--- src/rtl/core/matrix_vector_transform_4x4_core_defines.svh ---
// Assertion macros shared by the core RTL.
`ifndef MATRIX_VECTOR_TRANSFORM_4X4_CORE_DEFINES_SVH
`define MATRIX_VECTOR_TRANSFORM_4X4_CORE_DEFINES_SVH

`ifndef SYNTHESIS

// Same-cycle implication.
`define MVT_ASSERT_NOW(lbl, clk, rst, ante, cons) \
   lbl: assert property (@(posedge clk) disable iff (rst) (ante) |-> (cons)) \
      else $error("mvt assertion failed");

// Next-cycle implication.
`define MVT_ASSERT_NEXT(lbl, clk, rst, ante, cons) \
   lbl: assert property (@(posedge clk) disable iff (rst) (ante) |=> (cons)) \
      else $error("mvt assertion failed");

`else

`define MVT_ASSERT_NOW(lbl, clk, rst, ante, cons)
`define MVT_ASSERT_NEXT(lbl, clk, rst, ante, cons)

`endif

`endif

--- src/rtl/core/mvt_pkg.sv ---
`default_nettype none

package mvt_pkg;

   localparam int FRAC_BITS  = 16;
   localparam int DATA_W     = 32;
   localparam int NUM_ROWS   = 4;
   localparam int NUM_REGS   = 8;
   localparam int CSR_IDX_W  = 4;
   localparam int CSR_DATA_W = 2 * DATA_W;
   localparam int PROD_W     = 2 * DATA_W;
   localparam int PAIR_W     = PROD_W + 1;
   localparam int SUM_W      = PROD_W + 2;
   localparam int SHIFT_W    = SUM_W - FRAC_BITS;

   typedef logic signed [DATA_W-1:0]  comp_type;
   typedef logic signed [PROD_W-1:0]  prod_type;
   typedef logic signed [PAIR_W-1:0]  pair_type;
   typedef logic signed [SUM_W-1:0]   sum_type;

   typedef comp_type [NUM_ROWS-1:0]                vec_type;
   typedef comp_type [NUM_ROWS-1:0][NUM_ROWS-1:0]  mat_type;
   typedef prod_type [NUM_ROWS-1:0][NUM_ROWS-1:0]  prod_mat_type;
   typedef pair_type [NUM_ROWS-1:0][1:0]           pair_mat_type;
   typedef sum_type  [NUM_ROWS-1:0]                sum_vec_type;

   localparam comp_type FIX_ONE = comp_type'(1) << FRAC_BITS;
   localparam comp_type SAT_MAX = {1'b0, {(DATA_W-1){1'b1}}};
   localparam comp_type SAT_MIN = {1'b1, {(DATA_W-1){1'b0}}};

   // CSR register map
   localparam logic [CSR_IDX_W-1:0] REG_ROW0_COLS01 = CSR_IDX_W'(0);
   localparam logic [CSR_IDX_W-1:0] REG_ROW0_COLS23 = CSR_IDX_W'(1);
   localparam logic [CSR_IDX_W-1:0] REG_ROW1_COLS01 = CSR_IDX_W'(2);
   localparam logic [CSR_IDX_W-1:0] REG_ROW1_COLS23 = CSR_IDX_W'(3);
   localparam logic [CSR_IDX_W-1:0] REG_ROW2_COLS01 = CSR_IDX_W'(4);
   localparam logic [CSR_IDX_W-1:0] REG_ROW2_COLS23 = CSR_IDX_W'(5);
   localparam logic [CSR_IDX_W-1:0] REG_ROW3_COLS01 = CSR_IDX_W'(6);
   localparam logic [CSR_IDX_W-1:0] REG_ROW3_COLS23 = CSR_IDX_W'(7);

endpackage

`default_nettype wire

--- src/rtl/core/mvt_sum.sv ---
`default_nettype none

// Two-level adder tree per row: pairs of products, then the row total.
module mvt_sum (
   input  wire logic                  clock,
   input  wire logic                  reset,
   input  wire logic                  valid_i,
   output      logic                  ready_o,
   input  wire mvt_pkg::prod_mat_type prod_i,
   output      logic                  valid_o,
   input  wire logic                  ready_i,
   output      mvt_pkg::sum_vec_type  sum_o
);
   import mvt_pkg::*;

   logic         pair_valid_ff;
   logic         sum_valid_ff;
   logic         pair_ready;
   pair_mat_type pair_ff;
   pair_mat_type pair_in;
   sum_vec_type  sum_ff;
   sum_vec_type  sum_in;

   assign pair_ready = !sum_valid_ff || ready_i;
   assign ready_o    = !pair_valid_ff || pair_ready;

   always_comb begin
      for (int r = 0; r < NUM_ROWS; r++) begin
         pair_in[r][0] = PAIR_W'($signed(prod_i[r][0])) + PAIR_W'($signed(prod_i[r][1]));
         pair_in[r][1] = PAIR_W'($signed(prod_i[r][2])) + PAIR_W'($signed(prod_i[r][3]));
         sum_in[r]     = SUM_W'($signed(pair_ff[r][0])) + SUM_W'($signed(pair_ff[r][1]));
      end
   end

   always_ff @(posedge clock) begin
      if (reset) begin
         pair_valid_ff <= 1'b0;
         sum_valid_ff  <= 1'b0;
      end else begin
         if (ready_o) begin
            pair_valid_ff <= valid_i;
         end
         if (pair_ready) begin
            sum_valid_ff <= pair_valid_ff;
         end
      end
   end

   always_ff @(posedge clock) begin
      if (valid_i && ready_o) begin
         pair_ff <= pair_in;
      end
      if (pair_valid_ff && pair_ready) begin
         sum_ff <= sum_in;
      end
   end

   assign valid_o = sum_valid_ff;
   assign sum_o   = sum_ff;

endmodule

`default_nettype wire

--- config.mk ---
export PLATFORM = sky130hd
export DESIGN_NAME = mvt_sum
export DESIGN_NICKNAME = d
export VERILOG_FILES = /design/src/rtl/core/matrix_vector_transform_4x4_core_defines.svh /design/src/rtl/core/mvt_pkg.sv /design/src/rtl/core/mvt_sum.sv
export SDC_FILE = /design/constraint.sdc
export NUM_CORES = 2
export LEC_CHECK = 0
export BUFFER_PORTS_ARGS = -buffer_cell sky130_fd_sc_hd__buf_2
export CORE_AREA = 10 10 502 504
export DETAILED_ROUTE_END_ITERATION = 8
export DIE_AREA = 0 0 512 514
export PLACE_DENSITY = 0.49
export SYNTH_ARGS = -nofsm -noshare
export SYNTH_HDL_FRONTEND = slang
export SYNTH_SLANG_ARGS = --single-unit
--- constraint.sdc ---
create_clock -name clock -period 42.4 [get_ports clock]
set_input_delay 2.12 -clock clock [delete_from_list [all_inputs] [get_ports clock]]
set_output_delay 2.12 -clock clock [all_outputs]
set_load 0.005 [all_outputs]
==> qor.yml <==
syn_inst: 7607
boundaryPins: 1294
n_fill_cell: 25130
cts_tree: "built"
grt_pass1_vias: 65270
timing.fmax_mhz: 154.1
cts_buffers: 102
cts_resized: 0
cp_slowest_stage_delay_ps: 790
via_per_inst: 5.415
synth_area_leaders: "edfxtp_1 (34%), ha_1 (14%), a21oi_1 (6.7%), xnor2_1 (5.4%), a21o_1 (5.2%)"
synth_seq_cells: 786
maxSlewHeadroom_pct: 22.50
final_common_cell: "buf_2"
synth_edf_count: 784
gr-usage-all-layers_pct: 22.21
core_mm2: 0.2421
clock-root-buffer: "clkbuf_16"
hold_viol: 0
grt-ovfl-total: 0
grt_setup_unrepaired: "no"
clkSlewWorstSetupHoldPaths_ps: 60
placed_cells: 11810
hold_ws_ps: 535.3
final_max_slew_viol_count: 0
crit_required_ps: 42720
holdBufCountCts: 0
synth-xor-area-share_pct: 8.674
gp_congestion: 1.068
ys_async_sr_fraction_pct: 0
hp-class: "reg -> reg"
synth_top_area_cell: "edfxtp_1"
tns_ps: 0
grt_pass1_wl_mm: 441.2
initialDrtViolationCount: 4906
cp_cell_sequence: "buf_2, nor2b_1, nand2_1, and2_4, buf_4, buf_4, buf_4, buf_4, buf_4"
clock_latency_ps: 720
reg2regPathDepth: 8
clk_path_buf_depth: 3
critPathKind: "in -> reg"
skew_ps: 44.85
ant_nets: 0
cp-start-kind: "primary input"
reg2reg_to: "pair_ff[103]"
seq_power_share_pct: 32.1
pwr_density_cell_mw_per_mm2: 42.69
ff2ff_setup_slack_ps: 36950
dieArea_mm2: 0.2632
antenna_found_initial: 28
period_share_pct: 15.31
dp_slack_ps: 35070
maxCapViolCount: 0
dp_hpwl_mm: 266.5
synth_compound_area_share_pct: 25.34
setup_viol: 0
synthAdderAreaFrac_pct: 14.36
instances_no_fill: 12020
path_common_cell: "buf_4"
vias: 65060
final.min_clock_period_ps: 6490
total_power_mw: 3.501
die_h_um: 514
critPathLaunch: "ready_i"
ir_worst_vdd_v: 0.00002851
clock_sinks: 786
num_rows: 181
final_cell_mix: "buf_2 (1294), a21oi_1 (918), edfxtp_1 (784), ha_1 (772), nand2_1 (601)"
portBuffers: 1293
drive_above_1_share_pct: 17.68
pwr-share-clk_pct: 26.1
p_switching_mw: 1.360
hold_path_startpoint: "pair_valid_ff"
fin_nets: 10530
critical_path_arrival_ps: 6810
cp-end-kind: "register"
routedWlPerCell_um: 25.88
cts_htree_levels: 3
start_util_pct: 28.49
critPathMaxFanout: 66
r2r-start: "valid_o"
worst_pin_slew_ps: 1147
cts_setup_buffers: 0
yosys-mux-area-fraction_pct: 0.09072
wirelength_mm: 311.0
syn_to_final_growth_pct: 18.91
synth_top_family_by_area: "compound AO/OA/AOI/OAI gates"
synth.distinct_cells: 93
yosysWarnings: 0
post_synth.cell_area_avg_um2: 9.065
p_sw_share_pct: 38.85
status: "finished clean"
seq_area_frac_synth_pct: 34.20
power_frac_comb_pct: 41.7
hold_end: "valid_o"
grt_max_degree: 67
hold_depth: 2
drc: 0
first_pass_iters: 7
syn_nets: 9419
fp.dieW_um: 512
synth-simple-area-share_pct: 14.27
p_int_mw: 2.141
synth_top_area_share_pct: 34.14
timing.final.ws_setup_ps: 35910
critPathSlowestCell: "buf_4"
leakagePower_nw: 35.17
syn_area_mm2: 0.06896
synthFlopType: "edfxtp_1"
[registers in the layout, summed over array words and instances, names as in the netlist]
name,cells
pair_ff,520
valid_o,1
pair_valid_ff,1
sum_o,264
[final cells by class]
| type | count | area, µm² | share of cell area, % |
|---|---|---|---|
| diodes | 15 | 37.54 | 0.04577 |
| clock inverters | 77 | 889.6 | 1.085 |
| repair buffers | 1321 | 6679 | 8.145 |
| inverters | 241 | 904.6 | 1.103 |
| clock buffers | 111 | 2629 | 3.206 |
| flip-flops and latches | 786 | 23580 | 28.76 |
| well taps | 3202 | 4006 | 4.886 |
| multi-input cells | 6263 | 43270 | 52.77 |
[critical path: cells and delay by family]
kind                   cells  cell delay [ps]
buffers and inverters      6             3680
AND/OR/NAND/NOR            3              730
[stage by stage]
stage	util (%)	cell area [µm²]
after floorplan	-	68960
after global placement	32.40	78440
after detailed placement	32.40	78450
after CTS	33.86	81960
after global routing	33.86	81980
final	33.87	82000
[cells by family after synthesis]
family / after synthesis
mux: 6
compound gates: 2742
buf+inv: 558
simple gates: 2048
flops: 786
xor+xnor: 683
fa+ha+maj: 784
[Yosys cell counts, types with 14 or more instances]
master,count
clkbuf_1,301
a21boi_0,37
a311oi_1,18
nor2_1,493
a211o_1,15
nand3_1,164
ha_1,772
nand4_1,222
edfxtp_1,784
a221o_1,15
o211ai_1,39
a21o_1,481
xor2_1,258
nand2_1,601
xnor2_1,425
o2111ai_1,16
inv_1,241
nor4_1,35
o21a_1,98
a41oi_1,20
o31ai_1,55
and2_1,44
or2_2,18
a221oi_1,24
nor3_1,142
and4_1,16
a31oi_1,98
or3_1,34
nor3b_1,14
o21bai_1,159
nor2b_1,79
a211oi_1,76
o31a_1,24
a2111oi_0,19
a21oi_1,918
and3_1,67
o21ai_1,19
o21ai_0,475
nand2b_1,77
[power groups by stage]
stage                     clock (mW)  combinational (mW)  sequential (mW)
after floorplan                    0               0.931             1.12
after global placement             0                1.44             1.14
after detailed placement           0                1.44             1.14
after CTS                      0.946                1.45             1.13
after global routing           0.975                1.60             1.13
final                          0.914                1.46             1.12
[how the worst max path moves through the flow]
| stage | end | cells after the start | slack (ps) |
|---|---|---|---|
| 2_1_floorplan | pair_ff[0] | 3 | 27460 |
| 3_3_place_gp | pair_ff[103] | 9 | 35180 |
| 4_1_cts | pair_ff[101] | 9 | 35890 |
| 3_5_place_dp | pair_ff[128] | 9 | 35070 |
| 6_report | pair_ff[103] | 9 | 35910 |
| 5_1_grt | pair_ff[102] | 9 | 35490 |
[layer usage]
metal	vias to the layer above	part of all wire, %	track usage (%)
met5	-	0	0
met4	0	3.7	7.553
met3	367	6.6	4.301
met2	2417	48	38.19
met1	31300	42	27.77
li1	30980	-	-
(Power assumes the default switching activity.)
