File: src/rtl/core/matrix_vector_transform_4x4_core_defines.svh
// Assertion macros shared by the core RTL.
`ifndef MATRIX_VECTOR_TRANSFORM_4X4_CORE_DEFINES_SVH
`define MATRIX_VECTOR_TRANSFORM_4X4_CORE_DEFINES_SVH

`ifndef SYNTHESIS

// Same-cycle implication.
`define MVT_ASSERT_NOW(lbl, clk, rst, ante, cons) \
   lbl: assert property (@(posedge clk) disable iff (rst) (ante) |-> (cons)) \
      else $error("mvt assertion failed");

// Next-cycle implication.
`define MVT_ASSERT_NEXT(lbl, clk, rst, ante, cons) \
   lbl: assert property (@(posedge clk) disable iff (rst) (ante) |=> (cons)) \
      else $error("mvt assertion failed");

`else

`define MVT_ASSERT_NOW(lbl, clk, rst, ante, cons)
`define MVT_ASSERT_NEXT(lbl, clk, rst, ante, cons)

`endif

`endif

File: src/rtl/core/mvt_pkg.sv
`default_nettype none

package mvt_pkg;

   localparam int FRAC_BITS  = 16;
   localparam int DATA_W     = 32;
   localparam int NUM_ROWS   = 4;
   localparam int NUM_REGS   = 8;
   localparam int CSR_IDX_W  = 4;
   localparam int CSR_DATA_W = 2 * DATA_W;
   localparam int PROD_W     = 2 * DATA_W;
   localparam int PAIR_W     = PROD_W + 1;
   localparam int SUM_W      = PROD_W + 2;
   localparam int SHIFT_W    = SUM_W - FRAC_BITS;

   typedef logic signed [DATA_W-1:0]  comp_type;
   typedef logic signed [PROD_W-1:0]  prod_type;
   typedef logic signed [PAIR_W-1:0]  pair_type;
   typedef logic signed [SUM_W-1:0]   sum_type;

   typedef comp_type [NUM_ROWS-1:0]                vec_type;
   typedef comp_type [NUM_ROWS-1:0][NUM_ROWS-1:0]  mat_type;
   typedef prod_type [NUM_ROWS-1:0][NUM_ROWS-1:0]  prod_mat_type;
   typedef pair_type [NUM_ROWS-1:0][1:0]           pair_mat_type;
   typedef sum_type  [NUM_ROWS-1:0]                sum_vec_type;

   localparam comp_type FIX_ONE = comp_type'(1) << FRAC_BITS;
   localparam comp_type SAT_MAX = {1'b0, {(DATA_W-1){1'b1}}};
   localparam comp_type SAT_MIN = {1'b1, {(DATA_W-1){1'b0}}};

   // CSR register map
   localparam logic [CSR_IDX_W-1:0] REG_ROW0_COLS01 = CSR_IDX_W'(0);
   localparam logic [CSR_IDX_W-1:0] REG_ROW0_COLS23 = CSR_IDX_W'(1);
   localparam logic [CSR_IDX_W-1:0] REG_ROW1_COLS01 = CSR_IDX_W'(2);
   localparam logic [CSR_IDX_W-1:0] REG_ROW1_COLS23 = CSR_IDX_W'(3);
   localparam logic [CSR_IDX_W-1:0] REG_ROW2_COLS01 = CSR_IDX_W'(4);
   localparam logic [CSR_IDX_W-1:0] REG_ROW2_COLS23 = CSR_IDX_W'(5);
   localparam logic [CSR_IDX_W-1:0] REG_ROW3_COLS01 = CSR_IDX_W'(6);
   localparam logic [CSR_IDX_W-1:0] REG_ROW3_COLS23 = CSR_IDX_W'(7);

endpackage

`default_nettype wire

File: src/rtl/core/mvt_sat.sv
`default_nettype none
`include "matrix_vector_transform_4x4_core_defines.svh"

// Floor back to the output format, saturate, and hold the result.
module mvt_sat (
   input  wire logic                 clock,
   input  wire logic                 reset,
   input  wire logic                 valid_i,
   output      logic                 ready_o,
   input  wire mvt_pkg::sum_vec_type sum_i,
   output      logic                 valid_o,
   input  wire logic                 ready_i,
   output      mvt_pkg::vec_type     res_o,
   output      logic                 clipped_o
);
   import mvt_pkg::*;

   localparam int HI_W = SHIFT_W - DATA_W + 1;

   logic                          valid_ff;
   vec_type                       res_ff;
   vec_type                       res_in;
   logic                          clipped_ff;
   logic                          clipped_in;
   logic [NUM_ROWS-1:0]           fits;
   logic [NUM_ROWS-1:0][SHIFT_W-1:0] shifted;
   logic [NUM_ROWS-1:0][HI_W-1:0] hi_bits;

   assign ready_o = !valid_ff || ready_i;

   // Dropping the low fraction bits of a two's complement value is a floor.
   always_comb begin
      for (int r = 0; r < NUM_ROWS; r++) begin
         shifted[r] = sum_i[r][SUM_W-1:FRAC_BITS];
         hi_bits[r] = shifted[r][SHIFT_W-1:DATA_W-1];
         fits[r]    = (&hi_bits[r]) || !(|hi_bits[r]);
         if (fits[r]) begin
            res_in[r] = shifted[r][DATA_W-1:0];
         end else if (shifted[r][SHIFT_W-1]) begin
            res_in[r] = SAT_MIN;
         end else begin
            res_in[r] = SAT_MAX;
         end
      end
      clipped_in = !(&fits);
   end

   always_ff @(posedge clock) begin
      if (reset) begin
         valid_ff <= 1'b0;
      end else if (ready_o) begin
         valid_ff <= valid_i;
      end
   end

   always_ff @(posedge clock) begin
      if (valid_i && ready_o) begin
         res_ff     <= res_in;
         clipped_ff <= clipped_in;
      end
   end

   assign valid_o   = valid_ff;
   assign res_o     = res_ff;
   assign clipped_o = clipped_ff;

   `MVT_ASSERT_NOW(a_clip_extreme, clock, reset, valid_ff && clipped_ff, res_ff[0] == SAT_MAX || res_ff[0] == SAT_MIN || res_ff[1] == SAT_MAX || res_ff[1] == SAT_MIN || res_ff[2] == SAT_MAX || res_ff[2] == SAT_MIN || res_ff[3] == SAT_MAX || res_ff[3] == SAT_MIN)

endmodule

`default_nettype wire

File: config.mk
export PLATFORM = sky130hd
export DESIGN_NAME = mvt_sat
export DESIGN_NICKNAME = d
export VERILOG_FILES = /design/src/rtl/core/mvt_pkg.sv /design/src/rtl/core/mvt_sat.sv
export VERILOG_INCLUDE_DIRS = /design/src /design/src/rtl/core
export SDC_FILE = /design/constraint.sdc
export NUM_CORES = 1
export LEC_CHECK = 0
export BUFFER_PORTS_ARGS = -buffer_cell sky130_fd_sc_hd__buf_2
export CORE_AREA = 2 2 156 158
export DETAILED_ROUTE_END_ITERATION = 16
export DIE_AREA = 0 0 158 160
export MAX_ROUTING_LAYER = met4
export RECOVER_POWER = 50
export SLEW_MARGIN = 20
export SYNTH_ARGS = -nofsm -noshare
export SYNTH_HDL_FRONTEND = slang
export SYNTH_SLANG_ARGS = --single-unit
File: constraint.sdc
create_clock -name clock -period 4 [get_ports clock]
set_input_delay 0.4 -clock clock [delete_from_list [all_inputs] [get_ports clock]]
set_output_delay 0.4 -clock clock [all_outputs]
set_load 0.01 [all_outputs]
==> results of run 1 <==
## cells by family (layout without fill, tap and decap cells)
family          count (synthesis)  in the layout
compound gates                133            133
flops                         130            130
simple gates                   55             55
buf+inv                        29            374
## layer usage
metal | wire [um] | share of wire, % | vias up
met1 | 6120 | 41 | 1994
met5 | 0 | 0 | -
li1 | - | - | 2055
met3 | 1390 | 9.3 | 10
met4 | 150 | 1.0 | 0
met2 | 7200 | 48 | 223
## final cells by class
type / instances / share of cell area (%)
clock inverters: 12 / 1.46
inverters: 1 / 0.0472
repair buffers: 341 / 19.7
multi-input cells: 188 / 19.3
well taps: 324 / 5.09
flip-flops and latches: 130 / 48.9
clock buffers: 20 / 5.49
## placed cells by master, fill, tap and decap left out
cell and count:
buf_2 199, clkbuf_1 138, edfxtp_1 129, a21o_2 85, a21o_1 39, nand4_1 21, clkbuf_16 17, nor4_1 16
nor2_1 8, buf_4 5, and3_1 4, nor4_2 4, a31o_2 4, a311oi_4 4, clkinv_1 4, clkinvlp_4 3
clkinv_2 2, bufinv_16 2, nand2b_1 1, and2_2 1, inv_1 1, a21oi_1 1, clkinv_4 1, buf_6 1
buf_12 1, dfxtp_1 1
## critical path: stages (launching register included)
cell and delay [ns]:
dfxtp_1 0.31, nand2b_1 0.10, and2_2 1.25, buf_4 0.46
## stage by stage
stage | instances | instance area, um2 | utilization (%) | setup WS [ns]
final | 1016 | 7960 | 33.4 | 1.52
after global routing | 1016 | 7960 | 33.4 | 1.31
after CTS | 1016 | 8130 | 34.1 | 2.00
after detailed placement | 984 | 7580 | 31.8 | 1.57
after global placement | 983 | 7570 | 31.8 | 1.60
after floorplan | 347 | 5650 | - | 1.36
## where the power goes
group	internal, mW	leakage [nW]	switching [mW]
logic	0.157	1.86	0.188
clock network	0.907	0.260	0.566
registers	1.60	1.25	0.0193
## sequential cells by signal (all words and copies together) (netlist names)
| register | cells |
|---|---|
| clipped_o | 1 |
| res_o | 128 |
| valid_o | 1 |
## final timing paths
path | start | end | slack (ns)
worst min-delay path | reset | valid_o | 0.14
worst max-delay path | valid_o | res_o[46] | 1.52
worst max register to register | valid_o | res_o[46] | 1.52
worst min register to register | valid_o | valid_o | 0.52
==> summary.md, run 1 <==
| Metric | Value |
|---|---|
| PostCTS Resize Cnt | 0 |
| Gr usage total | 12.0% |
| Final hold slack | 0.144 ns |
| Post-synth EDFFs | 129 |
| # nets final | 947 |
| Reg2reg path depth | 3 |
| Row cnt | 57 |
| DIE WIDTH | 158 um |
| CP max FO | 65 |
| Post-CTS Hold Fix Bufs | 0 |
| P&R area growth vs syn | 40.8% |
| Port buffer count | 334 |
| Initial Util | 23.7% |
| First-pass GRT wire length | 22.5 mm |
| Clock latency on the worst-skew pair | 0.40 ns |
| Crit path launch type | flop |
| HP Class | in -> reg |
| Largest family of logic cells by synthesized area | compound AO/OA/AOI/OAI gates |
| Power per cell area | 431 nW/um2 |
| Distinct cells, synth | 21 |
| Slew margin rel. | -11.1% |
| Top FF cell, synth | edfxtp_1 |
| Max IR drop VDD | 0.212 mV |
| Largest net degree at the start of global routing | 66 |
| Max frequency | 0.404 GHz |
| Core area | 23800 um2 |
| RSZ-0062 raised after global routing | no |
| Ys Warns | 0 |
| Syn avg cell area | 16.3 um2 |
| Final Critical Period | 2.48 ns |
| Area share of fa/ha/maj cells after synthesis | 0% |
| First-pass detailed-route iteration total | 4 |
| Synth async-reset ratio | 0% |
| Ports | 399 |
| WP data required | 4.09 ns |
| Placer Congestion | 0.732 |
| Share of cells above drive strength 1 | 47.5% |
| Crit path kind | reg -> reg |
| Leakage power | 3.37 nW |
| Routed WL | 14.9 mm |
| CTS root buffer | clkbuf_16 |
| Met1 usage | 13.9% |
| Setup_tns | 0 ns |
| Filler Cell Count | 2533 |
| Xor/xnor share of the synthesized area | 0% |
| Hold Path Cell Cnt | 2 |
| Ant diodes | 0 |
| Synth Area in Compound Gates | 20.0% |
| Grt ovf | 0 |
| Post-route ant nets | 0 |
| CP Data Arrival Time | 2.57 ns |
| Sink Count | 130 |
| Detailed placement HPWL | 10.7 mm |
| Met2 usage | 19.6% |
| Die Area | 25300 um2 |
| Slew Viols, Final | 65 |
| Register area | 3890 um2 |
| Commonest cells post-synth | edfxtp_1, a21o_2, a21o_1, nand4_1, buf_6 |
| Count leader, synth | edfxtp_1 |
| Gate Count Post-Synth | 347 |
| Top cell type's share of synthesized area | 68.5% |
| Area leader, netlist | edfxtp_1 |
| TritonCTS clock tree | done |
| Least-Margin Pin Slew | 1.67 ns |
| Die Height | 160 um |
| Register area share after synthesis | 68.9% |
| Overall Power | 3.43 mW |
| Synth Area in Simple Gates | 6.18% |
| Largest cells by area after synthesis | edfxtp_1, a21o_2, a21o_1, buf_6, nand4_1 |
| Final clock skew | 0.0100 ns |
| Via count | 4282 |
| Clock buffer depth | 2 |
| Status | finished, violations left |
| Setup Buffers After CTS | 0 |
| Post-Syn Area | 5650 um2 |
| Area of the multi-input gates | 1530 um2 |
| Final Hold Fails | 0 |
| TritonCTS buffer count | 17 |
| GR peak layer | met2 |
| Synth Register Bits | 130 |
| WL per Instance | 14.6 um |
| Vias/cell | 4.21 |
| Met3 Resource Use GR | 4.10% |
| Failing checks | max-capacitance violations, max-slew violations |
| DRT iter0 DRCs | 197 |
| Final period utilization | 62.0% |
| Max-cap violations | 1 |
| Multiplexer share of the synthesized area | 0% |
| Initial antenna violation count | 0 |
| Final setup viols | 0 |
| DRC viols | 0 |
| Net Count, Synth | 615 |
| H-Tree Depth | 4 |
| CP Capture Type | flop |
| Vias in the first global route | 4329 |
| Clk slew on worst S/H paths | 0.06 ns |
No activity file was read; power rests on OpenSTA's default activity.
==> run 2: changes to the inputs <==
==> constraint.sdc (replaced) <==
create_clock -name clock -period 2.2 [get_ports clock]
set_input_delay 0.22 -clock clock [delete_from_list [all_inputs] [get_ports clock]]
set_output_delay 0.22 -clock clock [all_outputs]
set_load 0.01 [all_outputs]
==> run 2 against run 1 <==
The run now ends clean. Highest routed layer unchanged. Clock power grew 82%. Critical path depth up 4. Sequential share of layout area down 0.54 points. Combinational power rose by 84%. Clock skew decreased by 0.0019 ns. Core utilization grew 0.37 points. Critical endpoint is now res_o[112]. Sequential power increased by 82%. Largest power group unchanged. Sequential cell count is the same. Non-clock buffer count rose by 8. Via count rose by 2.1%. First-iteration DRC count is 24% higher. Total power increased by 82%.
==> summary.md, run 2 (synthesis results as in run 1) <==
| Metric | Value |
|---|---|
| Max-cap violations | 0 |
| DIE WIDTH | 158 um |
| RSZ-0062 raised after global routing | no |
| Row cnt | 57 |
| WP data required | 2.36 ns |
| Commonest non-fill, non-tap cell in the layout | buf_2 |
| Routed WL | 15.3 mm |
| Clock latency on the worst-skew pair | 0.40 ns |
| Overall Power | 6.24 mW |
| Max frequency | 0.552 GHz |
| Gr usage total | 12.1% |
| Placer Congestion | 0.751 |
| Slowest stage cell on the critical path | nor4_1 |
| Final clock skew | 0.00813 ns |
| CTS root buffer | clkbuf_16 |
| Largest net degree at the start of global routing | 41 |
| Grt ovf | 0 |
| H-Tree Depth | 4 |
| Final period utilization | 82.4% |
| Sink Count | 130 |
| P&R area growth vs syn | 42.4% |
| Crit path launch type | primary input |
| GR peak layer | met2 |
| Share of cells above drive strength 1 | 47.6% |
| Reg2reg path depth | 3 |
| Critical path cell sequence | clkbuf_1, nor4_1, nand4_1, nor4_1, a311oi_4, buf_4, a21o_2 |
| CP Capture Type | flop |
| Clk slew on worst S/H paths | 0.06 ns |
| R2r setup slk | 0.46 ns |
| Min-delay src | valid_i |
| DRT iter0 DRCs | 245 |
| Vias/cell | 4.27 |
| CP Data Arrival Time | 1.97 ns |
| Post-route ant nets | 0 |
| HP Class | in -> reg |
| Hold endpoint | valid_o |
| Detailed placement HPWL | 11.0 mm |
| Initial antenna violation count | 2 |
| Met2 usage | 20.1% |
| Slew Viols, Final | 0 |
| Power per cell area | 775 nW/um2 |
| Leakage power | 3.43 nW |
| Port buffer count | 334 |
| Max IR drop VDD | 0.394 mV |
| # nets final | 955 |
| Crit path kind | in -> reg |
| Ports | 399 |
| Worst reg2reg path startpoint | valid_o |
| CP bufs+invs | 2 |
| Vias in the first global route | 4302 |
| First-pass detailed-route iteration total | 4 |
| Setup_tns | 0 ns |
| Core area | 23800 um2 |
| Most used cell, CP | nor4_1 |
| Clock buffer depth | 2 |
| Least-Margin Pin Slew | 0.790 ns |
| Largest stage delay, worst path | 0.49 ns |
| Critical path's top delay family | simple AND/OR/NAND/NOR gates |
| Setup Buffers After CTS | 0 |
| R2r endpoint | res_o[31] |
| Die Height | 160 um |
| Status | finished, final reports clean |
| Via count | 4373 |
| Die Area | 25300 um2 |
| WL per Instance | 14.9 um |
| Most frequent cells in the layout | buf_2, clkbuf_1, edfxtp_1, a21o_2, a21o_1 |
| DRC viols | 0 |
| Final Hold Fails | 0 |
| Post-layout util | 33.8% |
| Initial Util | 23.7% |
| First-pass GRT wire length | 22.6 mm |
| Hold Path Cell Cnt | 3 |
| Final Critical Period | 1.81 ns |
| TritonCTS clock tree | done |
| Final setup viols | 0 |
| Slew margin rel. | 47.3% |
| Max FFs per register | 128 |
| CP max FO | 16 |
| TritonCTS buffer count | 17 |
| Met1 usage | 13.3% |
| Met3 Resource Use GR | 4.40% |
==> run 2: cell types whose count changed in the layout (fill, tap and decap cells not counted) <==
cell / delta
buf_2: -1
diode_2: +2
clkinv_1: -1
buf_12: +4
a31o_1: +1
clkinvlp_4: -1
clkbuf_2: +2
nor4_1: +3
a31o_2: -1
clkbuf_1: -1
buf_4: +1
dlygate4sd3_1: +1
clkinv_2: +3
nor4_2: -3
==> run 2: worst register-to-register path, stage by stage, from the launching register on <==
cell      delay (ns)
dfxtp_1         0.32
nand2b_1        0.10
and2_2          0.65
buf_12          0.33
==> run 2: per-layer routing <==
metal  up-vias  part of all wire [%]
li1       2079                     -
met1      2051                    39
met2       227                    49
met3        16                   9.9
met4         0                   1.7
met5         -                     0
==> run 2: metrics by stage <==
stage               area, um2  hold WS, ns  worst slack (ns)  cells
finish                   8050       0.0519             0.387   1025
global route             8050       0.0416             0.261   1025
CTS                      8230       0.0257             0.542   1022
detailed placement       7670        0.381             0.114    990
global placement         7670        0.376             0.151    990
floorplan                5650        0.289             0.320    347
==> run 2: worst max-delay path by stage <==
stage / from / endpoint / slack, ns / depth (start not counted)
after floorplan: valid_o / clipped_o / 0.32 / 2
after global placement: sum_i[65] / res_o[4] / 0.15 / 7
after detailed placement: sum_i[65] / res_o[27] / 0.11 / 7
after CTS: sum_i[65] / res_o[27] / 0.54 / 7
after global routing: sum_i[263] / res_o[121] / 0.26 / 7
final: sum_i[263] / res_o[112] / 0.39 / 7
==> run 2: where the power goes <==
part	internal (mW)	leakage, nW	switching [mW]
sequential	2.90	1.25	0.0360
clock	1.64	0.268	1.03
combinational	0.293	1.91	0.343
==> run 2: final cells by class <==
cell class                      count  area (um2)
Antenna cell                        2        5.00
Clock buffer                       18         429
Clock inverter                     13         120
Fill cell                        2550       15800
Inverter                            1        3.75
Multi-Input combinational cell    188        1510
Sequential cell                   130        3890
Tap cell                          324         405
Timing Repair Buffer              349        1680
==> run 2: repair_timing <==
| item | in CTS | in global routing |
|---|---|---|
| hold buffers | 1 | 0 |
| hold endpoints to repair | 1 | 0 |
| resized for setup | 0 | 0 |
==> run 3: changes to the inputs <==
==> constraint.sdc (replaced) <==
create_clock -name clock -period 1.5 [get_ports clock]
set_input_delay 0.15 -clock clock [delete_from_list [all_inputs] [get_ports clock]]
set_output_delay 0.15 -clock clock [all_outputs]
set_load 0.01 [all_outputs]
==> run 3 against run 2 <==
Wire length is 3.1% higher. Sequential power is 47% higher. First-iteration DRC count increased by 3.7%. Critical endpoint is now res_o[27].
==> summary.md, run 3 (synthesis results as in run 1) <==
| Metric | Value |
|---|---|
| CP Capture Type | flop |
| Post-route ant nets | 0 |
| Final setup viols | 0 |
| # nets final | 1033 |
| Initial Util | 23.7% |
| Worst setup path start | valid_o |
| Setup Slack @ Placement | -0.220 ns |
| Via count | 4593 |
| R2r endpoint | res_o[27] |
| Critical path cell sequence | nand2b_2, and2_4, buf_6 |
| Worst path depth | 3 |
| Row cnt | 57 |
| Filler Cell Count | 2447 |
| Final setup margin | 0.0934 ns |
| Psw | 2.09 mW |
| Max-cap violations | 0 |
| Gr usage total | 12.5% |
| First-pass GRT wire length | 23.7 mm |
| Placer Congestion | 0.739 |
| Die Height | 160 um |
| First-pass detailed-route iteration total | 4 |
| Critical path's top delay family | buffers and inverters |
| CP Data Arrival Time | 1.44 ns |
| Worst setup path end | res_o[27] |
| Reg2reg path depth | 3 |
| Slew Viols, Final | 0 |
| Slew margin rel. | 63.6% |
| Final period utilization | 93.8% |
| Met1 wire length | 6.50 mm |
| Routed WL | 15.8 mm |
| Max frequency | 0.711 GHz |
| Met2 WL | 7.68 mm |
| Overall Power | 9.33 mW |
| H-Tree Depth | 4 |
| Leakage power | 3.79 nW |
| TritonCTS buffer count | 17 |
| Power share of the sequential group | 46.2% |
| TritonCTS clock tree | done |
| Share of cells above drive strength 1 | 45.9% |
| HP Class | in -> reg |
| Final Critical Period | 1.41 ns |
| Vias/cell | 4.17 |
| Crit path launch type | flop |
| Combinational group share of total power | 11.9% |
| Clock buffer depth | 2 |
| Most frequent cells in the layout | buf_2, clkbuf_1, edfxtp_1, a21o_2, dlygate4sd3_1 |
| Max FFs per register | 128 |
| DRC viols | 0 |
| Die Area | 25300 um2 |
| CP max FO | 58 |
| Port buffer count | 334 |
| Internal power | 7.23 mW |
| Non-filler cells, final | 1101 |
| Sink Count | 130 |
| CTS root buffer | clkbuf_16 |
| Worst reg2reg path startpoint | valid_o |
| Crit path kind | reg -> reg |
| Clock latency on the worst-skew pair | 0.40 ns |
| DIE WIDTH | 158 um |
| P&R area growth vs syn | 57.4% |
| Final clock skew | 0.00754 ns |
| CP bufs+invs | 1 |
| Largest stage delay, worst path | 0.43 ns |
| Largest net degree at the start of global routing | 59 |
| Core area | 23800 um2 |
| Max IR drop VDD | 0.579 mV |
| Ports | 399 |
| Detailed placement HPWL | 11.4 mm |
| WL per Instance | 14.3 um |
| RSZ-0062 raised after global routing | no |
| Ant diodes | 0 |
| Slowest stage cell on the critical path | buf_6 |
| Setup_tns | 0 ns |
| Inst Count DP | 1012 |
| Least-Margin Pin Slew | 0.546 ns |
| Sw Ratio | 22.4% |
| Vias in the first global route | 4695 |
| Grt ovf | 0 |
| DRT iter0 DRCs | 254 |
| Initial antenna violation count | 0 |
| Final Hold Fails | 0 |
| Max layer used | met4 |
| Power per cell area | 1050 nW/um2 |
| WP data required | 1.53 ns |
| Commonest non-fill, non-tap cell in the layout | buf_2 |
| Clk slew on worst S/H paths | 0.06 ns |
| PostCTS Resize Cnt | 0 |
| Clock Power Share | 42.0% |
| Status | finished, final reports clean |
| Met3 WL | 1.36 mm |
| R2r setup slk | 0.09 ns |
run 3: cell types whose count changed in the layout (fill, tap and decap cells not counted), moves of 2 or more:
| cell | before | now |
|---|---|---|
| nor4_2 | 1 | 4 |
| clkinv_2 | 5 | 2 |
| buf_2 | 198 | 204 |
| clkbuf_1 | 137 | 140 |
| buf_12 | 5 | 14 |
| buf_4 | 6 | 11 |
| clkinvlp_4 | 2 | 5 |
| dlygate4sd3_1 | 1 | 58 |
| nor4_1 | 19 | 16 |
| diode_2 | 2 | 0 |
run 3: worst min-delay path by stage:
stage                     startpoint        end  slack, ns  depth (start not counted)
after floorplan                reset    valid_o       0.21                          1
after global placement         reset    valid_o       0.30                          2
after detailed placement       reset    valid_o       0.30                          2
after CTS                 sum_i[105]  res_o[55]     0.0002                          2
after global routing       sum_i[89]  res_o[39]      0.002                          2
final                     sum_i[109]  res_o[59]       0.02                          2
run 3: metal layers:
metal  global-route usage, %  vias to the layer above
met4                    4.18                        0
met5                       -                        -
li1                        -                     2232
met2                    20.8                      227
met3                    3.99                       14
met1                    14.2                     2120
run 3: stage by stage:
stage	util (%)	area [um2]	hold WS [ns]
final	37.3	8890	0.0216
after global routing	37.3	8890	0.00220
after CTS	38.2	9100	0.000248
after detailed placement	33.5	7980	0.301
after global placement	33.5	7980	0.296
after floorplan	-	5660	0.212
run 3: power by group through the flow:
stage / registers (mW) / logic (mW) / clock network, mW
2_1_floorplan: 4.50 / 0.307 / 0
3_3_place_gp: 4.37 / 1.06 / 0
3_5_place_dp: 4.38 / 1.07 / 0
4_1_cts: 4.30 / 1.19 / 4.07
5_1_grt: 4.33 / 1.21 / 4.23
6_report: 4.31 / 1.11 / 3.92
run 3: what timing repair did:
item	in CTS	in global routing
hold buffers	57	1
buffers inserted	0	0
endpoints found under the hold margin	56	1
run 3: final cells by class:
| cell class | count | area [um2] | share of cell area, % |
|---|---|---|---|
| multi-input combinational | 188 | 1540 | 17.3 |
| clock buffer | 20 | 437 | 4.91 |
| tap | 324 | 405 | 4.56 |
| timing repair buffer | 427 | 2500 | 28.1 |
| inverter | 1 | 3.75 | 0.0422 |
| sequential | 130 | 3890 | 43.8 |
| clock inverter | 11 | 115 | 1.29 |
